--- src/rtl/lpu8_pkg.sv ---
// Shared types and constants of the length-prefixed UTF-8 decoder.
package lpu8_pkg;

  // Header phase codes.
  localparam logic [1:0] PH_LEN_LO = 2'd0;
  localparam logic [1:0] PH_LEN_HI = 2'd1;
  localparam logic [1:0] PH_BODY   = 2'd2;

  // Field widths.
  localparam int unsigned BYTE_W = 8;
  localparam int unsigned CODE_W = 21;
  localparam int unsigned LEN_W  = 16;

  // UTF-8 lead thresholds and masks.
  localparam logic [7:0] LEAD2_MIN  = 8'h80;
  localparam logic [7:0] LEAD3_MIN  = 8'hE0;
  localparam logic [7:0] LEAD4_MIN  = 8'hF0;
  localparam logic [7:0] LEAD2_MASK = 8'h1F;
  localparam logic [7:0] LEAD3_MASK = 8'h0F;
  localparam logic [7:0] LEAD4_MASK = 8'h07;
  localparam logic [7:0] CONT_MASK  = 8'h3F;

  // UTF-16 surrogate constants.
  localparam logic [CODE_W-1:0] SUPP_BASE  = 21'h10000;
  localparam logic [CODE_W-1:0] SURR_LEAD  = 21'h0D800;
  localparam logic [CODE_W-1:0] SURR_TRAIL = 21'h0DC00;
  localparam logic [CODE_W-1:0] SURR_LOW   = 21'h003FF;

  // Result queue depth; the input side needs room for two results.
  localparam int unsigned RQ_DEPTH = 4;
  localparam int unsigned RQ_AW    = $clog2(RQ_DEPTH);
  localparam int unsigned RQ_CW    = $clog2(RQ_DEPTH + 1);

  // One result item.
  typedef struct packed {
    logic              char_valid;
    logic [CODE_W-1:0] code_value;
    logic              string_end;
    logic              last_of_item;
  } lpu8_res_t;

  // Results caused by one input item: count (0 to 2) and up to two results.
  typedef struct packed {
    logic [1:0] num;
    lpu8_res_t  res0;
    lpu8_res_t  res1;
  } lpu8_push_t;

endpackage

--- src/rtl/lpu8_decode.sv ---
// Header parser and UTF-8 decode state, producing the results of each byte.
module lpu8_decode
  import lpu8_pkg::*;
(
  input  logic              clk,
  input  logic              rst_n,
  input  logic              fire,
  input  logic [BYTE_W-1:0] data_byte,
  input  logic              emit_utf16,
  output lpu8_push_t        push
);

  logic [1:0]        phase_r, phase_nxt;
  logic [BYTE_W-1:0] len_low_r, len_low_nxt;
  logic [LEN_W-1:0]  left_r, left_nxt;
  logic [1:0]        cont_r, cont_nxt;
  logic [CODE_W-1:0] acc_r, acc_nxt;

  // Next state and results for the byte on the input.
  always_comb begin
    logic [LEN_W-1:0]  len;
    logic              have;
    logic              ends;
    logic [CODE_W-1:0] value;
    logic [CODE_W-1:0] off;
    lpu8_res_t         marker;

    phase_nxt   = phase_r;
    len_low_nxt = len_low_r;
    left_nxt    = left_r;
    cont_nxt    = cont_r;
    acc_nxt     = acc_r;
    have        = 1'b0;
    ends        = 1'b0;
    value       = '0;
    len         = {data_byte, len_low_r};
    off         = '0;
    marker      = '{char_valid: 1'b0, code_value: '0, string_end: 1'b1, last_of_item: 1'b1};
    push        = '{num: 2'd0, res0: marker, res1: marker};

    if (phase_r == PH_LEN_HI) begin
      // Length high byte: load the count, an empty string closes at once.
      left_nxt = len;
      cont_nxt = 2'd0;
      acc_nxt  = '0;
      if (len == '0) begin
        phase_nxt = PH_LEN_LO;
        push.num  = 2'd1;
      end else begin
        phase_nxt = PH_BODY;
      end
    end else if (phase_r != PH_BODY) begin
      // Length low byte.
      len_low_nxt = data_byte;
      phase_nxt   = PH_LEN_HI;
    end else begin
      // Body byte.
      left_nxt = (left_r != '0) ? left_r - LEN_W'(1) : left_r;
      if (cont_r != 2'd0) begin
        acc_nxt  = {acc_r[CODE_W-7:0], data_byte[5:0] & CONT_MASK[5:0]};
        cont_nxt = cont_r - 2'd1;
        if (cont_r == 2'd1) begin
          have  = 1'b1;
          value = acc_nxt;
        end
      end else if (data_byte < LEAD2_MIN) begin
        have  = (data_byte != '0);
        value = CODE_W'(data_byte);
      end else if (data_byte < LEAD3_MIN) begin
        acc_nxt  = CODE_W'(data_byte & LEAD2_MASK);
        cont_nxt = 2'd1;
      end else if (data_byte < LEAD4_MIN) begin
        acc_nxt  = CODE_W'(data_byte & LEAD3_MASK);
        cont_nxt = 2'd2;
      end else begin
        acc_nxt  = CODE_W'(data_byte & LEAD4_MASK);
        cont_nxt = 2'd3;
      end

      ends = (left_nxt == '0) && (cont_nxt == 2'd0);
      if (ends) begin
        phase_nxt = PH_LEN_LO;
        acc_nxt   = '0;
      end

      // Emit the character, split into a surrogate pair where needed.
      if (have) begin
        if (emit_utf16 && (value >= SUPP_BASE)) begin
          off       = value - SUPP_BASE;
          push.num  = 2'd2;
          push.res0 = '{char_valid: 1'b1,
                        code_value: SURR_LEAD | CODE_W'(off[CODE_W-1:10]),
                        string_end: 1'b0, last_of_item: 1'b0};
          push.res1 = '{char_valid: 1'b1, code_value: SURR_TRAIL | (off & SURR_LOW),
                        string_end: ends, last_of_item: 1'b1};
        end else begin
          push.num  = 2'd1;
          push.res0 = '{char_valid: 1'b1, code_value: value,
                        string_end: ends, last_of_item: 1'b1};
        end
      end else if (ends) begin
        push.num = 2'd1;
      end
    end

    if (!fire) begin
      push.num = 2'd0;
    end
  end

  // State registers, updated on each accepted item.
  always_ff @(posedge clk) begin
    if (!rst_n) begin
      phase_r   <= PH_LEN_LO;
      len_low_r <= '0;
      left_r    <= '0;
      cont_r    <= 2'd0;
      acc_r     <= '0;
    end else if (fire) begin
      phase_r   <= phase_nxt;
      len_low_r <= len_low_nxt;
      left_r    <= left_nxt;
      cont_r    <= cont_nxt;
      acc_r     <= acc_nxt;
    end
  end

endmodule

--- src/rtl/lpu8_resq.sv ---
// Small result queue that takes up to two results per cycle and sends one.
module lpu8_resq
  import lpu8_pkg::*;
(
  input  logic       clk,
  input  logic       rst_n,
  input  lpu8_push_t push,
  output logic       room,
  output logic       out_valid,
  input  logic       out_ready,
  output lpu8_res_t  out_res
);

  lpu8_res_t          slot_r [RQ_DEPTH];
  logic [RQ_AW-1:0]   wr_ptr_r, wr_ptr_nxt;
  logic [RQ_AW-1:0]   rd_ptr_r, rd_ptr_nxt;
  logic [RQ_CW-1:0]   count_r, count_nxt;
  logic               pop;

  assign out_valid = (count_r != '0);
  assign out_res   = slot_r[rd_ptr_r];
  assign pop       = out_valid && out_ready;
  assign room      = (count_r <= RQ_CW'(RQ_DEPTH - 2));

  // Pointer and fill count update.
  always_comb begin
    wr_ptr_nxt = wr_ptr_r + RQ_AW'(push.num);
    rd_ptr_nxt = pop ? rd_ptr_r + RQ_AW'(1) : rd_ptr_r;
    count_nxt  = count_r + RQ_CW'(push.num) - RQ_CW'(pop);
  end

  always_ff @(posedge clk) begin
    if (!rst_n) begin
      wr_ptr_r <= '0;
      rd_ptr_r <= '0;
      count_r  <= '0;
    end else begin
      wr_ptr_r <= wr_ptr_nxt;
      rd_ptr_r <= rd_ptr_nxt;
      count_r  <= count_nxt;
    end
  end

  // Result slots.
  always_ff @(posedge clk) begin
    if (push.num != 2'd0) begin
      slot_r[wr_ptr_r] <= push.res0;
    end
    if (push.num == 2'd2) begin
      slot_r[wr_ptr_r + RQ_AW'(1)] <= push.res1;
    end
  end

endmodule

--- src/rtl/length_prefixed_utf8_decoder.sv ---
// Top level of the length-prefixed UTF-8 decoder.
//
// The input stream carries strings, each a 16-bit little-endian byte count
// followed by that many UTF-8 bytes, one byte per item on in_*. Every decoded
// character other than NUL leaves on out_* as one item (two for a surrogate
// pair when emit_utf16 is set). The last item of each string has out_tlast
// high; a string that ends without a character closes with a marker item whose
// char_valid bit is low. out_tuser[1] marks the last item caused by one byte.
// The cfg_* channel writes the emit_utf16 bit and is always ready; write it
// only while no item is in flight.
// An accepted byte is decoded in the same cycle and its results are written
// into a four-entry result queue, whose registered slots drive out_*. The
// block takes one byte per cycle as long as the queue has room for two
// results; a byte causes at most two results. When the receiver stalls,
// results wait in the queue and in_tready drops once more than two are
// waiting. Reset (rst_n low at a clock edge) empties the queue, clears
// emit_utf16 and returns the parser to the length low byte.
module length_prefixed_utf8_decoder
  import lpu8_pkg::*;
(
  input  logic        clk,
  input  logic        rst_n,
  // Configuration write.
  input  logic        cfg_valid,
  output logic        cfg_ready,
  input  logic        cfg_data,     // emit_utf16
  // Byte input.
  input  logic        in_tvalid,
  output logic        in_tready,
  input  logic [7:0]  in_tdata,     // [7:0] data_byte
  // Result output.
  output logic        out_tvalid,
  input  logic        out_tready,
  output logic [23:0] out_tdata,    // [20:0] code_value, [23:21] zero
  output logic        out_tlast,    // string_end
  output logic [1:0]  out_tuser     // [0] char_valid, [1] last_of_item
);

  logic       emit_utf16_r;
  logic       fire;
  logic       room;
  lpu8_push_t push;
  lpu8_res_t  res;

  // Mode register.
  assign cfg_ready = 1'b1;

  always_ff @(posedge clk) begin
    if (!rst_n) begin
      emit_utf16_r <= 1'b0;
    end else if (cfg_valid && cfg_ready) begin
      emit_utf16_r <= cfg_data;
    end
  end

  // Input handshake.
  assign in_tready = room;
  assign fire      = in_tvalid && in_tready;

  lpu8_decode u_decode (
    .clk        (clk),
    .rst_n      (rst_n),
    .fire       (fire),
    .data_byte  (in_tdata),
    .emit_utf16 (emit_utf16_r),
    .push       (push)
  );

  lpu8_resq u_resq (
    .clk       (clk),
    .rst_n     (rst_n),
    .push      (push),
    .room      (room),
    .out_valid (out_tvalid),
    .out_ready (out_tready),
    .out_res   (res)
  );

  // Output packing.
  assign out_tdata = {3'b000, res.code_value};
  assign out_tlast = res.string_end;
  assign out_tuser = {res.last_of_item, res.char_valid};

endmodule
--- config.mk ---
export PLATFORM = sky130hd
export DESIGN_NAME = length_prefixed_utf8_decoder
export DESIGN_NICKNAME = d
export VERILOG_FILES = /design/src/rtl/lpu8_pkg.sv /design/src/rtl/lpu8_decode.sv /design/src/rtl/lpu8_resq.sv /design/src/rtl/length_prefixed_utf8_decoder.sv
export SDC_FILE = /design/constraint.sdc
export NUM_CORES = 1
export LEC_CHECK = 0
export ABC_CLOCK_PERIOD_IN_PS = 3900
export BUFFER_PORTS_ARGS = -buffer_cell sky130_fd_sc_hd__buf_2
export CELL_PAD_IN_SITES_DETAIL_PLACEMENT = 0
export CELL_PAD_IN_SITES_GLOBAL_PLACEMENT = 1
export CORE_MARGIN = 1.5
export CORE_UTILIZATION = 48
export CTS_CLUSTER_SIZE = 12
export DETAILED_ROUTE_END_ITERATION = 12
export GPL_TIMING_DRIVEN = 0
export PLACE_DENSITY = 0.8
export SYNTH_ARGS = -nofsm -noshare
export SYNTH_HDL_FRONTEND = slang
export SYNTH_SLANG_ARGS = --single-unit
export TNS_END_PERCENT = 50
--- constraint.sdc ---
create_clock -name clk -period 3.9 [get_ports clk]
set_input_delay 0.39 -clock clk [delete_from_list [all_inputs] [get_ports clk]]
set_output_delay 0.39 -clock clk [all_outputs]
set_load 0.05 [all_outputs]
Word-level counts from Yosys, hierarchy flattened
Memory sizes are Yosys's and may differ from the RTL's. A register that Yosys moved wholly into a read port is not among the register bits. Cells that the tools add are included.

Register bits: 51. RAM bits: 96. Bits of input ports: 14. Output and inout port bits: 30. Logic and storage cells: 95. Memories kept: 1.

$add $sub $neg: 8. Order comparisons: 5. Equal/unequal tests: 6. Multiplexer cells: 48. Bitwise operators: 1. Reductions and logical operators: 17.

Memories: u_resq.slot_r (words 4, width 24, rd ports 1, clocked after Yosys merged registers in 1, wr ports 2, line lpu8_resq.sv:14) `lpu8_res_t slot_r [RQ_DEPTH];`.

Operators by type and width (count): 48-bit 2-to-1 mux (2); 21-bit 2-to-1 mux (4); 15-bit 2-to-1 mux (5); 50-bit 2-to-1 mux (1); 16-bit 2-to-1 mux (3); 16-bit zero test (2); 2-bit 2-to-1 mux (16); 26-bit 2-to-1 mux (1); 8-bit < comparator, second input constant (3); 24-bit 2-to-1 mux (1); 21-bit by 17-bit greater-or-equal comparator with 1-bit output, second input constant (1); 21-bit by 17-bit subtractor with 21-bit output, second input constant (1); 16-bit nonzero test (1); 16-bit by 1-bit subtractor with 16-bit output, second input constant (1); 1-bit 2-to-1 mux (12); 8-bit 2-to-1 mux (1); 8-bit nonzero test (1); 3-bit AND reduction (2); 3-bit nonzero test (2); 5-bit 2-to-1 mux (1); 2-bit by 1-bit adder with 2-bit output, second input constant (2); 2-bit by 1-bit == test with 1-bit output, second input constant (2); 1-bit logical AND (4); 4-bit 2-to-1 mux (1); 13 further kinds (15).

Longest topological paths before layout
Gate-level depths: netlist (run 1).

Depth after elaboration: 17. Mapped depth: 17. Gate-level depth less buffers: 16.

By module
Synthesis (run 1) repeated with hierarchy kept, for this count alone.

Cell total of the unflattened synthesis: 728. Area total of the unflattened synthesis: 8509.4 um^2.

By module, submodules not included: lpu8_resq (instances 1, cells an instance 288, area each 5255.0 um^2, sequential area each 3062.9 um^2); lpu8_decode (instances 1, cells an instance 430, area each 3174.3 um^2, sequential area each 860.8 um^2); length_prefixed_utf8_decoder (instances 1, cells an instance 10, area each 80.1 um^2, sequential area each 20.0 um^2).

Least setup slack after synthesis (run 1)
No wires, ideal clock.

Path type: reg2reg. Start point: register u_decode.left_r[0]. End point: memory u_resq.slot_r[1][10] (netlist bit) (enable). Library setup time: 0.372 ns. Arrival time: 2.938 ns. Data required time: 3.528 ns. Setup slack: 0.591 ns. Cell stages (with the launch flop): 13. Path buffers: 3. Period minus slack after synthesis: 3.309 ns. Path through: dfxtp_1 > clkbuf_1 > inv_1 > ha_1 > clkbuf_1 > nor2b_1 > nand2_1 > nor4b_1 > a2111oi_2 > and4_1 > o31ai_2 > clkbuf_1 > nand2_1.

RTL lines: start, declared (line lpu8_decode.sv:15) `logic [LEN_W-1:0] left_r, left_nxt;`; start signal, assigned (line lpu8_decode.sv:122) `left_r <= left_nxt;`; end, declared (line lpu8_resq.sv:14).

Final worst setup path (run 1)
Start point: register u_decode.cont_r[1]. End point: register u_resq.count_r[2].

Cells in the longest elaborated chain, start to end: 14. Elaborated cells on any way between the ends: 27. Those cells by class: 3 x add/sub; 1 x order compare; 1 x eq/ne; 18 x mux; 4 x reduce/logical.

Ends and longest elaborated chain: start, declared (line lpu8_decode.sv:16) `logic [1:0] cont_r, cont_nxt;`; start signal, assigned (line lpu8_decode.sv:123) `cont_r <= cont_nxt;`; 2-bit by 1-bit == test with 1-bit output (line lpu8_decode.sv:62) `if (cont_r == 2'd1) begin`; 21-bit 2-to-1 mux (line lpu8_decode.sv:62); 21-bit 2-to-1 mux (line lpu8_decode.sv:59) `if (cont_r != 2'd0) begin`; 21-bit 2-to-1 mux (line lpu8_decode.sv:52) `end else if (phase_r != PH_BODY) begin`; 21-bit 2-to-1 mux (line lpu8_decode.sv:41) `if (phase_r == PH_LEN_HI) begin`; 21-bit by 17-bit greater-or-equal comparator with 1-bit output (line lpu8_decode.sv:88) `if (emit_utf16 && (value >= SUPP_BASE)) begin`; 1-bit logical AND (line lpu8_decode.sv:88); 26-bit 2-to-1 mux (line lpu8_decode.sv:88); 2-bit 2-to-1 mux * (line lpu8_decode.sv:87) `if (have) begin`; 50-bit 2-to-1 mux * (line lpu8_decode.sv:52); 2-bit 2-to-1 mux * (line lpu8_decode.sv:41); 2-bit 2-to-1 mux * (line lpu8_decode.sv:106) `if (!fire) begin`; 3-bit by 2-bit adder with 3-bit output * (line lpu8_resq.sv:29) `count_nxt = count_r + RQ_CW'(push.num) - RQ_CW'(pop);`; 3-bit by 1-bit subtractor with 3-bit output * (line lpu8_resq.sv:29); end signal, assigned (line lpu8_resq.sv:40) `count_r <= count_nxt;`; end, declared (line lpu8_resq.sv:17) `logic [RQ_CW-1:0] count_r, count_nxt;`.

Every way passes the cells marked *; elsewhere a longest branch is shown, timed or not. The select of a mux whose other input is x is not followed. A chain may end at the register's enable or synchronous reset.

==> results of run 1 <==
-- what timing repair did --
item | 4_1_cts | 5_1_grt
setup buffers | 0 | 1
endpoints found under the setup margin | 88 | 107
resized for setup | 15 | 12
-- area by class of cell --
type	instances	share of cell area, %
plain buffers	60	3.085
repair buffers	37	2.204
clock inverters	15	2.396
clock buffers	17	4.683
multi-input cells	572	43.38
inverters	23	0.9503
flip-flops and latches	149	40.32
well taps	216	2.975
-- power by group --
part	total [W]	leakage, nW	switching, W	internal [W]
Combinational	0.00221	1.66	0.00143	0.000781
Sequential	0.00180	1.33	0.0000808	0.00172
Clock	0.00180	0.305	0.000709	0.00109
-- metal layers --
metal / part of all wire, % / global-route usage (%)
met2: 48 / 46.27
met3: 6.5 / 6.327
met4: 2.0 / 9.426
met1: 43 / 37.65
met5: 0 / 0
-- metrics by stage --
stage	instance area, sq um	instances	hold slack, ns
2_1_floorplan	7896	806	0.4330
3_5_place_dp	8347	1058	0.4554
4_1_cts	9034	1089	0.1877
6_report	9085	1089	0.1911
5_1_grt	9085	1089	0.2392
3_3_place_gp	8347	1058	0.4432
-- flip-flops by register name, summed over array words and instances (netlist names), named ones only --
register	flops
u_decode.left_r	16
u_decode.len_low_r	8
u_decode.phase_r	2
u_resq.count_r	3
u_resq.wr_ptr_r	2
u_resq.slot_r	96
u_resq.rd_ptr_r	2
u_decode.acc_r	15
emit_utf16_r	1
u_decode.cont_r	2
-- cell usage in the layout (no fill, tap or decap), types with 4 or more instances in the layout --
cell type  netlist  final
nand2_1         86     82
dfxtp_1         81     81
edfxtp_1        68     68
nor2_1          68     66
o22ai_1         43     43
nand3_1         41     41
o21ai_0         40     40
buf_2            4     40
a21oi_1         39     39
clkbuf_1        45     36
mux4_2          24     24
inv_1           22     21
nor3_1          21     21
mux2i_1         18     18
clkbuf_16        0     17
a22o_1          13     13
nor4_1          11     11
nand2b_1        10     10
and3_1          10     10
o31ai_1          9      9
a22oi_1          9      9
ha_1             9      9
and2_1           8      8
clkbuf_2         0      7
buf_4            7      7
xnor2_1          6      6
nand4_1          6      6
buf_1            4      4
o211ai_1         4      4
or3_1            4      4
or2_2            4      4
a31oi_1          5      4
conb_1           2      4
bufinv_16        0      4
-- logic make-up (layout without fill, tap and decap cells) --
| kind of cell | after synthesis | after routing | share of synthesized area (%) |
|---|---|---|---|
| other | 2 | 4 | 0.09520 |
| multiplexers | 42 | 42 | 9.136 |
| AND/OR/NAND/NOR | 305 | 305 | 19.81 |
| AO/OA/AOI/OAI | 201 | 201 | 17.07 |
| flip-flops | 149 | 149 | 46.44 |
| XOR/XNOR | 9 | 9 | 0.9993 |
| adder cells (fa/ha/maj) | 11 | 11 | 1.824 |
| buffers and inverters | 85 | 152 | 4.631 |
-- worst min-delay path, delay by kind of cell --
kind / cells / cell delay, ns
muxes: 1 / 0.05
and+or+nand+nor: 1 / 0.07
buffers and inverters: 1 / 0.08
-- path summary, 6_finish.rpt --
kind / from / endpoint / depth (start not counted)
setup / recovery: u_decode.cont_r[1] / u_resq.count_r[2] / 15
hold / removal: cfg_data / emit_utf16_r / 3
setup reg to reg: u_decode.cont_r[1] / u_resq.count_r[2] / 15
hold reg to reg: u_resq.slot_r[2][18] / u_resq.slot_r[2][18] / 2
==> impl_metrics.toml, run 1 <==
[pwr]
p_leak_nw = 3.294
peakVddDrop_uv = 463.3
power.total_w = 0.005811
p_per_area_nw_per_um2 = 639.6

[worst_hold_path]
hold_class = "in2reg"

[final_layout]
final_util_pct = 56.98
fill_cells = 1449
multi_input_area_sq_um = 3941
area_growth_pct = 15.16
antenna_cells = 0
layout.area.seq_sq_um = 3664
nNetsFinal = 884
drive_gt1_share_pct = 17.98

[clock_tree]
h-tree-depth = 4
clk_latency_ns = 0.43
clockBufferDepth = 2
cts_made_buffers = 17
tritoncts = "built"
clk_pin_slew_worst_paths_ns = 0.06
clock-root-buffer = "clkbuf_16"
cts_hold_buf = 0
cts_sinks = 149

[yosys]
yosysTopAreaCell = "edfxtp_1"
synth_edf_count = 68
yosysTopAreaCellShare_pct = 25.88
yosysWarnings = 0
ys.flop_type = "dfxtp_1"
syn_avg_cell_area_sq_um = 9.812
yosysUniqueCellTypes = 81
synth_most_common_cell = "nand2_1"
seq_area_frac_synth_pct = 46.44
yosys-top-cells-area = "edfxtp_1 (26%), dfxtp_1 (21%), mux4_2 (6.9%), nand2_1 (4.1%), o22ai_1 (3.4%)"
syn-instance-count = 804
synth_common_cells = "nand2_1 (86), dfxtp_1 (81), edfxtp_1 (68), nor2_1 (68), clkbuf_1 (45)"
async_reset_ff_share_pct = 0
synth-seq-cells = 149
synth_area_sq_um = 7889

[die]
core_sq_um = 15940
ios = 44
die-area_sq_um = 17210
rows = 46
start_util_pct = 49.48
fp.dieH_um = 131.2
die_x_um = 131.2

[sta]
maxSlewViolCount = 0
finalSetupViolCount = 0
max_slew.worst_pin.slew_ns = 0.9206
fin_skew_ns = 0.01090
hold_viol = 0
fin_crit_sh_pct = 92.89
fin_crit_ns = 3.623
fmax_mhz = 276.0
setup_ws_ns = 0.2771
tns_ns = 0
slew_headroom_pct = 38.63
rsz0062_at_grt = "no"

[worst_setup_path]
crit_type = "reg2reg"
worst_path_max_delay_cell = "dfxtp_1"
reg2reg_slack_ns = 0.28
start_kind = "flop"
cp.arrival_ns = 3.91
path_buf_inv = 3
worst-path-max-fanout = 10
slowest_delay_ns = 0.56
path_cells = "nor2_4, clkbuf_2, nand2_1, ha_1, nand2_1, a211o_1, o21a_1, nor3_4, inv_2, ha_1, inv_1, fa_1, xor2_1, xnor2_1, nor2_1"
crit_family = "adder cells"
cp.required_ns = 4.19
critical_path.endpoint_type = "flop"

[routing]
avgRoutedWirePerCell_um = 22.05
drt_iter0_drc = 736
viasPerCell = 6.300
firstDrtPassIters = 7
drt.antenna.violating_nets = 0
postRouteWirelength_mm = 24.01
drc = 0
vias = 6861

[global_routing]
grt_overflow_total = 0
grt_start_max_net_pins = 18
antenna_found_initial = 0
track_usage_pct = 28.42
first_global_vias = 6592
grt_pass1_wl_mm = 37.69

[run_status]
status = "finished, final reports clean"

[placed_design]
dp_worst_setup_slack_ns = -0.7741
place_congestion = 0.9238
portBuffers = 36
hpwl_mm = 17.51

[job]
max_cap_violations = 0
Power figures use the tool's default switching activity.
==> run 2, diff against run 1 <==
--- a/config.mk
+++ b/config.mk
@@ -5,16 +5,17 @@
 export SDC_FILE = /design/constraint.sdc
 export NUM_CORES = 1
 export LEC_CHECK = 0
+export ABC_AREA = 1
 export ABC_CLOCK_PERIOD_IN_PS = 3900
 export BUFFER_PORTS_ARGS = -buffer_cell sky130_fd_sc_hd__buf_2
 export CELL_PAD_IN_SITES_DETAIL_PLACEMENT = 0
 export CELL_PAD_IN_SITES_GLOBAL_PLACEMENT = 1
 export CORE_MARGIN = 1.5
-export CORE_UTILIZATION = 48
+export CORE_UTILIZATION = 45
 export CTS_CLUSTER_SIZE = 12
 export DETAILED_ROUTE_END_ITERATION = 12
 export GPL_TIMING_DRIVEN = 0
-export PLACE_DENSITY = 0.8
+export PLACE_DENSITY = 0.79
 export SYNTH_ARGS = -nofsm -noshare
 export SYNTH_HDL_FRONTEND = slang
 export SYNTH_SLANG_ARGS = --single-unit
==> run 2 against run 1 <==
  * Area after synthesis rose by 2.1%
  * Synthesized cell count increased by 32%
  * Register-to-register slack gained 0.14 ns
  * Worst hold slack got worse by 0.042 ns
  * Combinational power rose by 42%
  * Core utilization shrank 4.6 points
  * Sequential cell count unchanged
  * Critical path depth stayed put
  * Final cell count up 25%
  * Clock skew fell by 0.0011 ns
  * Critical path type unchanged
  * Critical endpoint is now u_resq.slot_r[1][8]
  * Largest power group unchanged
==> impl_metrics.toml, run 2 <==
[run_status]
status = "finished, final reports clean"

[sta]
slew_headroom_pct = 35.23
rsz0062_at_grt = "no"
max_slew.worst_pin.slew_ns = 0.9680
fmax_mhz = 287.1
fin_crit_ns = 3.483
whs_ns = 0.1491
fin_skew_ns = 0.009829
finalSetupViolCount = 0
tns_ns = 0
fin_crit_sh_pct = 89.30
hold_viol = 0
maxSlewViolCount = 0

[yosys]
syn-instance-count = 1059
synth_most_common_cell = "nand2_1"
synth_area_sq_um = 8054
ys.flop_type = "dfxtp_1"
synth_common_cells = "nand2_1 (185), nor2_1 (161), o21ai_0 (111), inv_1 (85), dfxtp_1 (81)"
yosys-top-cells-area = "edfxtp_1 (25%), dfxtp_1 (20%), nand2_1 (8.6%), nor2_1 (7.5%), o21ai_0 (6.9%)"
yosysWarnings = 0
synth_edf_count = 68
yosysTopAreaCellShare_pct = 25.35
async_reset_ff_share_pct = 0
syn_avg_cell_area_sq_um = 7.605
yosysUniqueCellTypes = 43
yosysTopAreaCell = "edfxtp_1"
synth-seq-cells = 149
seq_area_frac_synth_pct = 45.49

[job]
max_cap_violations = 0

[final_layout]
finalNonFillerCells = 1357
fill_cells = 1790
largest_register = "u_resq.slot_r"
antenna_cells = 0
final_area_sq_um = 9117
drive_gt1_share_pct = 11.04
final_cell_mix = "nand2_1 (181), nor2_1 (161), o21ai_0 (111), inv_1 (85), dfxtp_1 (81)"
top_regs = "u_resq.slot_r: 96 flops, u_decode.left_r: 16 flops, u_decode.acc_r: 15 flops"
nNetsFinal = 1143
area_growth_pct = 13.20
final_common_cell = "nand2_1"
multi_input_area_sq_um = 3746
largest_reg_flops = 96
layout.area.seq_sq_um = 3664

[routing]
dr_wl_met2_mm = 11.09
vias = 7642
top_layer = "met4"
avgRoutedWirePerCell_um = 18.64
firstDrtPassIters = 7
wl_met1_mm = 12.31
postRouteWirelength_mm = 25.30
wl_met3_mm = 1.711
drc = 0
drt_iter0_drc = 863
viasPerCell = 5.632
drt.antenna.violating_nets = 0

[placed_design]
place_congestion = 0.9029
portBuffers = 39
hpwl_mm = 18.57
dp.cells = 1325
placed_area_sq_um = 8538

[pwr]
p_clk_share_pct = 24.0
swShare_pct = 46.73
p_leak_nw = 3.754
p_int_w = 0.003624
p_seq_share_pct = 29.7
peakVddDrop_uv = 325.0
power.total_w = 0.006803
power_switching_w = 0.003179
p_per_area_nw_per_um2 = 746.2
p_comb_share_pct = 46.2

[clock_tree]
clk_latency_ns = 0.43
clk_pin_slew_worst_paths_ns = 0.07
clock-root-buffer = "clkbuf_16"
post_cts_buffers = 0
cts_sinks = 149
cts_made_buffers = 17
h-tree-depth = 4
clockBufferDepth = 2
tritoncts = "built"

[worst_setup_path]
crit_type = "reg2reg"
cp.required_ns = 3.96
start_kind = "flop"
cp.arrival_ns = 3.55
worst-path-max-fanout = 17
critical_path.endpoint_type = "flop"

[die]
start_util_pct = 46.24
rows = 48
ios = 44
die_x_um = 136.8
fp.dieH_um = 136.8
die-area_sq_um = 18710
core_sq_um = 17420

[global_routing]
grt_overflow_total = 0
antenna_found_initial = 0
track_usage_pct = 27.92
first_global_vias = 6967
grt_start_max_net_pins = 18
grt_pass1_wl_mm = 39.14

[worst_hold_path]
hold_class = "in2reg"
## run 2: cell type report
type                    count  share of cell area (%)
inverters                  93                   3.856
clock buffers              18                   4.707
clock inverters            14                   1.537
repair buffers             39                   2.141
plain buffers              60                   3.403
well taps                 225                   3.088
flip-flops and latches    149                   40.18
multi-input cells         759                   41.09
## run 2: layer usage
metal	track usage [%]	vias to the layer above
met1	42.18	3597
met5	0	-
met3	4.259	22
met2	42.24	292
met4	5.673	0
li1	-	3731
## run 2: cells by family (layout without fill, tap and decap cells)
logic type                 after synthesis  count (layout)  synth area share [%]
and+or+nand+nor                        468             468                 25.26
AOI/OAI and AO/OA                      269             269                 18.42
buffers and inverters                  153             224                 8.218
DFF                                    149             149                 45.49
adders and majority gates               10              10                 1.647
xor gates and xnor gates                 8               8                0.8700
other                                    2               4               0.09325
## run 2: metrics by stage
stage	worst slack, ns	utilization, %
finish	0.4172	52.35
global route	0.07296	52.35
CTS	0.1564	52.29
detailed placement	0.1710	49.02
global placement	0.1602	49.02
floorplan	0.8591	-
## run 2: critical path: stages (launching register included)
cell,delay (ns)
dfxtp_1,0.31
inv_1,0.17
ha_1,0.26
nand2_2,0.16
nor2_1,0.17
nand2_1,0.24
nand2_1,0.19
nand4_1,0.14
nor2_1,0.22
nand3_1,0.10
nand2_1,0.06
nand2_1,0.08
nand2_2,0.15
buf_8,0.18
nand2_1,0.18
nand2_2,0.48
## run 2: path summary, 6_finish.rpt
kind | slack [ns] | startpoint | cells past startpoint | endpoint
setup / recovery | 0.42 | u_decode.left_r[0] | 15 | u_resq.slot_r[1][8]
setup reg to reg | 0.42 | u_decode.left_r[0] | 15 | u_resq.slot_r[1][8]
hold reg to reg | 0.45 | u_decode.acc_r[13] | 2 | u_decode.acc_r[13]
hold / removal | 0.15 | cfg_valid | 2 | emit_utf16_r
## run 2: power by group through the flow
stage / clock [W] / combinational [W] / sequential, W
after floorplan: 0 / 0.00236 / 0.00200
after global placement: 0 / 0.00310 / 0.00205
after detailed placement: 0 / 0.00311 / 0.00205
after CTS: 0.00164 / 0.00312 / 0.00202
after global routing: 0.00171 / 0.00347 / 0.00205
final: 0.00164 / 0.00314 / 0.00202
## run 2: timing repair
action / in CTS / in global routing
hold buffers: 0 / 0
endpoints found under the hold margin: 0 / 0
gates resized for setup: 0 / 4
endpoints found under the setup margin: 0 / 68
